### config.mk
export PLATFORM = sky130hd
export DESIGN_NAME = tlpi_front
export DESIGN_NICKNAME = d
export VERILOG_FILES = /design/src/tlpi_pkg.sv /design/src/tlpi_front.sv
export SDC_FILE = /design/constraint.sdc
export NUM_CORES = 1
export LEC_CHECK = 0
export BUFFER_PORTS_ARGS = -buffer_cell sky130_fd_sc_hd__buf_2
export CAP_MARGIN = 40
export CORE_ASPECT_RATIO = 1.25
export CORE_MARGIN = 2
export CORE_UTILIZATION = 40
export DETAILED_ROUTE_END_ITERATION = 16
export SYNTH_ARGS = -nofsm -noshare
export SYNTH_HDL_FRONTEND = slang
export SYNTH_SLANG_ARGS = --single-unit
### constraint.sdc
create_clock -name clk -period 6.5 [get_ports clk]
set_input_delay 0.975 -clock clk [delete_from_list [all_inputs] [get_ports clk]]
set_output_delay 0.975 -clock clk [all_outputs]
set_load 0.05 [all_outputs]
### src/tlpi_pkg.sv
package tlpi_pkg;

	localparam int QUEUE_DEPTH = 256;
	localparam int PTR_W = $clog2(QUEUE_DEPTH);
	localparam int CNT_W = PTR_W + 1;
	localparam int PAYLOAD_W = 32;
	localparam int TIME_W = 63;
	localparam int DEPTH_W = 10;
	localparam int IVL_W = 40;
	localparam int CFG_IDX_W = 2;
	localparam int CFG_DATA_W = IVL_W;

	localparam logic [CFG_IDX_W-1:0] CFG_MAX_DEPTH = 2'd0;
	localparam logic [CFG_IDX_W-1:0] CFG_LOW_WMARK = 2'd1;
	localparam logic [CFG_IDX_W-1:0] CFG_FAIR_IVL = 2'd2;

	localparam logic [DEPTH_W-1:0] MAX_DEPTH_RST = 10'd768;
	localparam logic [DEPTH_W-1:0] LOW_WMARK_RST = 10'd614;
	localparam logic [IVL_W-1:0] FAIR_IVL_RST = 40'd100000000;

	localparam logic FUNC_PUSH = 1'b0;
	localparam logic FUNC_POP = 1'b1;

	localparam logic [1:0] LVL_HIGH = 2'd0;
	localparam logic [1:0] LVL_NORMAL = 2'd1;
	localparam logic [1:0] LVL_LOW = 2'd2;
	localparam logic [1:0] PRIO_INVALID = 2'd3;

	typedef struct packed {
		logic [DEPTH_W-1:0] max_total_depth;
		logic [DEPTH_W-1:0] clear_depth;
		logic [IVL_W-1:0] fairness_interval;
	} cfg_t;

	typedef struct packed {
		logic func;
		logic [1:0] lvl;
		logic [PAYLOAD_W-1:0] payload;
		logic [TIME_W-1:0] now_time;
	} item_t;

endpackage

### src/tlpi_front.sv
module tlpi_front import tlpi_pkg::*; (
	input logic clk,
	input logic arst_n,
	input logic in_valid,
	output logic in_ready,
	input logic func,
	input logic [1:0] priority_req,
	input logic [PAYLOAD_W-1:0] payload,
	input logic [TIME_W-1:0] now_time,
	output logic q_valid,
	output item_t q_item,
	input logic q_pop
);

	item_t fq_q [2];
	logic wr_ptr_q;
	logic rd_ptr_q;
	logic [1:0] count_q;
	logic push;
	item_t cls;

	always_comb begin
		cls.func = func;
		cls.payload = payload;
		cls.now_time = now_time;
		case (priority_req) inside
			PRIO_INVALID: cls.lvl = LVL_NORMAL;
			default: cls.lvl = priority_req;
		endcase
	end

	assign in_ready = (count_q != 2'd2);
	assign push = in_valid && in_ready;
	assign q_valid = (count_q != 2'd0);
	assign q_item = fq_q[rd_ptr_q];

	always_ff @(posedge clk) begin
		if (push) begin
			fq_q[wr_ptr_q] <= cls;
		end
	end

	always_ff @(posedge clk or negedge arst_n) begin
		if (!arst_n) begin
			wr_ptr_q <= 1'b0;
			rd_ptr_q <= 1'b0;
			count_q <= 2'd0;
		end else begin
			if (push) begin
				wr_ptr_q <= !wr_ptr_q;
			end
			if (q_pop) begin
				rd_ptr_q <= !rd_ptr_q;
			end
			if (push && !q_pop) begin
				count_q <= count_q + 2'd1;
			end else if (!push && q_pop) begin
				count_q <= count_q - 2'd1;
			end
		end
	end

endmodule

==> impl_metrics.yaml <==
sta:
  minimum_period_implied_by_the_final_worst_setup_slack_ns: 3.68
  grt_setup_unrepaired: "no"
  finalCritPeriodShare_pct: 56.6
  fmax_ghz: 0.272
  relSlewSlack_pct: 42.5
  maximum_clock_skew_at_final_layout_ns: 0.00658
  finalHoldViolations: 0
  timing.setup.tns_ns: 0
  timing_worst_slew_pin_value_ns: 0.862
  finalSetupViolCount: 0
  finalMaxSlewViolations: 0
floorplan:
  die_area_um2: 19400
  floorplan.die.width_um: 125
  ios: 202
  floorplan.core_area_um2: 18000
  overall_die_height_um: 155
  fp-row-count: 55
  initial_core_util_pct: 40.5
placement:
  gp_congestion: 0.733
  port_buffers: 201
  place.detailed.hpwl_mm: 8.66
  dpl.cell_count: 746
setup_path:
  critical_path_start_type: "flip-flop"
  worstSetupStartpoint: "rd_ptr_q$_DFFE_PN0P_"
  crit_path_cell_trace: "buf_4, mux2_2, buf_2"
  crit-reg2reg-launch: "count_q[0]$_DFFE_PN0P_"
  r2r.worst_path.cells: 3
  timing.setup.critical_path_class: "flip-flop to output port"
  critical-path-max-stage-delay_ns: 0.79
  reg2reg_to: "fq_q[1][12]$_DFFE_PP_"
  cp_arrival_ns: 2.71
  worst-r2r-setup-slack_ns: 4.12
  path_max_fanout: 58
  critical_path_required_ns: 5.52
  cp-end-kind: "output port"
  crit_end: "q_item[89]"
  crit_slowest_cell: "dfrtp_4"
detailed_routing:
  remaining_drc_errors: 0
  total_wire_length_after_detailed_routing_mm: 13.2
  drt_iter0_markers: 164
  avgViaCountPerCell: 4.73
  detail_route.wl_per_cell_um: 16.9
  num_vias: 3681
  antenna_left: 0
  detailedRoute.firstPassIterationCount: 4
pwr:
  pwr_density_cell_nw_per_um2: 536
  power.static_leakage_nw: 3.44
  ir_worst_vdd_mv: 0.382
grt:
  gr-usage-all-layers_pct: 13.6
  first_global_vias: 3926
  largest_net_degree_at_the_start_of_global_routing: 59
  antenna_found_initial: 0
  grt_pass1_wl_mm: 20.1
  globalRouteOverflowTotal: 0
clocking:
  cts_root_buf: "clkbuf_16"
  h-tree-depth: 4
  cts_setup_buffers: 0
  tritoncts: "built"
  tritoncts.num_buffers: 17
  clkSlewWorstSetupHoldPaths_ns: 0.07
  ctsResizeCount: 0
  cts_hold_repair.buffers: 0
  clkLatencyLatePin_ns: 0.43
  numClockSinks: 200
  cts.path.max_buffers: 2
flow_run:
  cap_violations: 0
yosys:
  synth-seq-cells: 200
  syn-instance-count: 325
  syn_avg_cell_area_um2: 22.5
  yosysUniqueCellTypes: 17
  synth.yosys.seq_area_share_pct: 81.9
  ys_warn_count: 0
  synth_top_area_share_pct: 80.6
  synth_top_cell_by_area: "edfxtp_1"
  synth_area_um2: 7300
  synthTopCellsByArea: "edfxtp_1, mux2_2, mux2_4, dfrtp_1, buf_2"
  postSynthNetCount: 428
run_status:
  outcome: "completed"
cells_and_area:
  nets: 640
  fraction_of_final_layout_cells_with_drive_strength_greater_than_1_pct: 61.6
  finalNonFillerCells: 779
  synthToLayoutAreaGrowth_pct: 25.3
worst_hold_path:
  worstHoldPathType: "input port to async pin"
==> layout make-up <==
cell class              instances  area [um^2]
repair buffers                205         1040
diodes                          1         2.50
clock inverters                15          159
well taps                     228          285
multi-input cells             111         1250
flip-flops and latches        200         5990
fillers                      1535         8880
clock buffers                  17          425
inverters                       2         7.51
==> placed cells by master (no fill, tap or decap), drive strengths merged <==
master / synthesis / final
and3: 1 / 1
buf: 11 / 205
bufinv: 0 / 1
clkbuf: 1 / 17
clkinv: 0 / 4
clkinvlp: 0 / 2
dfrtp: 4 / 4
diode: 0 / 1
edfxtp: 196 / 196
ha: 1 / 1
inv: 2 / 10
mux2: 98 / 98
nand2: 1 / 1
nand2b: 1 / 1
nor2: 2 / 2
nor2b: 1 / 1
or2: 1 / 1
xnor2: 2 / 2
xor2: 3 / 3
==> state kept, by name (all words and copies together) (netlist names) <==
register	count
fq_q	196
count_q	2
rd_ptr_q	1
wr_ptr_q	1
==> cells in the mapped netlist <==
cell type / number
ha_1: 1
inv_1: 2
dfrtp_1: 4
xnor2_1: 2
edfxtp_1: 196
nand2_1: 1
nor2_1: 2
mux2_4: 10
clkbuf_1: 1
or2_2: 1
xor2_1: 3
buf_2: 8
nor2b_1: 1
buf_6: 3
mux2_2: 88
and3_1: 1
nand2b_1: 1
==> critical path: cells and delay by family (launching register included) <==
family | cells | cell delay [ns]
buffers and inverters | 2 | 0.97
flip-flops | 1 | 0.79
multiplexers | 1 | 0.42
==> per-stage QoR <==
stage	util [%]	instance area [um^2]	hold slack (ns)	setup slack [ns]	total power [mW]
finish	50.8	9150	0.343	2.82	4.90
global route	50.7	9150	0.323	2.67	5.11
detailed placement	47.5	8560	0.499	3.24	3.93
CTS	50.7	9150	0.319	2.76	4.97
floorplan	-	7300	0.456	0.775	3.53
global placement	47.5	8560	0.477	3.27	3.91
==> cells by family (layout without fill, tap and decap cells) <==
logic type                 count (synthesis)  after routing  share of synthesized area (%)
xor gates and xnor gates                   5              5                          0.600
adders and majority gates                  1              1                          0.171
buffers and inverters                     14            239                           1.16
DFF                                      200            200                           81.9
muxes                                     98             98                           15.6
other                                      0              1                              0
and+or+nand+nor                            7              7                          0.497
==> routing by layer <==
| metal | wire length (um) | vias up | GRT usage [%] |
|---|---|---|---|
| met5 | 0 | - | 0 |
| met4 | 221 | 0 | 6.03 |
| met3 | 970 | 14 | 5.23 |
| met2 | 6700 | 126 | 23.3 |
| met1 | 5300 | 1822 | 15.2 |
| li1 | - | 1719 | - |
==> power breakdown <==
part | leakage [nW] | total (mW) | switching (mW) | internal, mW
clock network | 0.284 | 1.03 | 0.486 | 0.546
logic | 1.29 | 1.99 | 1.45 | 0.543
registers | 1.87 | 1.88 | 0.114 | 1.76
==> worst min-delay path by stage <==
stage	startpoint	slack (ns)	to
final	arst_n	0.34	count_q[0]$_DFFE_PN0P_
after global routing	arst_n	0.32	rd_ptr_q$_DFFE_PN0P_
after CTS	arst_n	0.32	rd_ptr_q$_DFFE_PN0P_
after detailed placement	count_q[1]$_DFFE_PN0P_	0.50	count_q[1]$_DFFE_PN0P_
after global placement	count_q[1]$_DFFE_PN0P_	0.48	count_q[1]$_DFFE_PN0P_
after floorplan	count_q[1]$_DFFE_PN0P_	0.46	count_q[1]$_DFFE_PN0P_
Note: power is estimated with default switching activity, not from simulation.
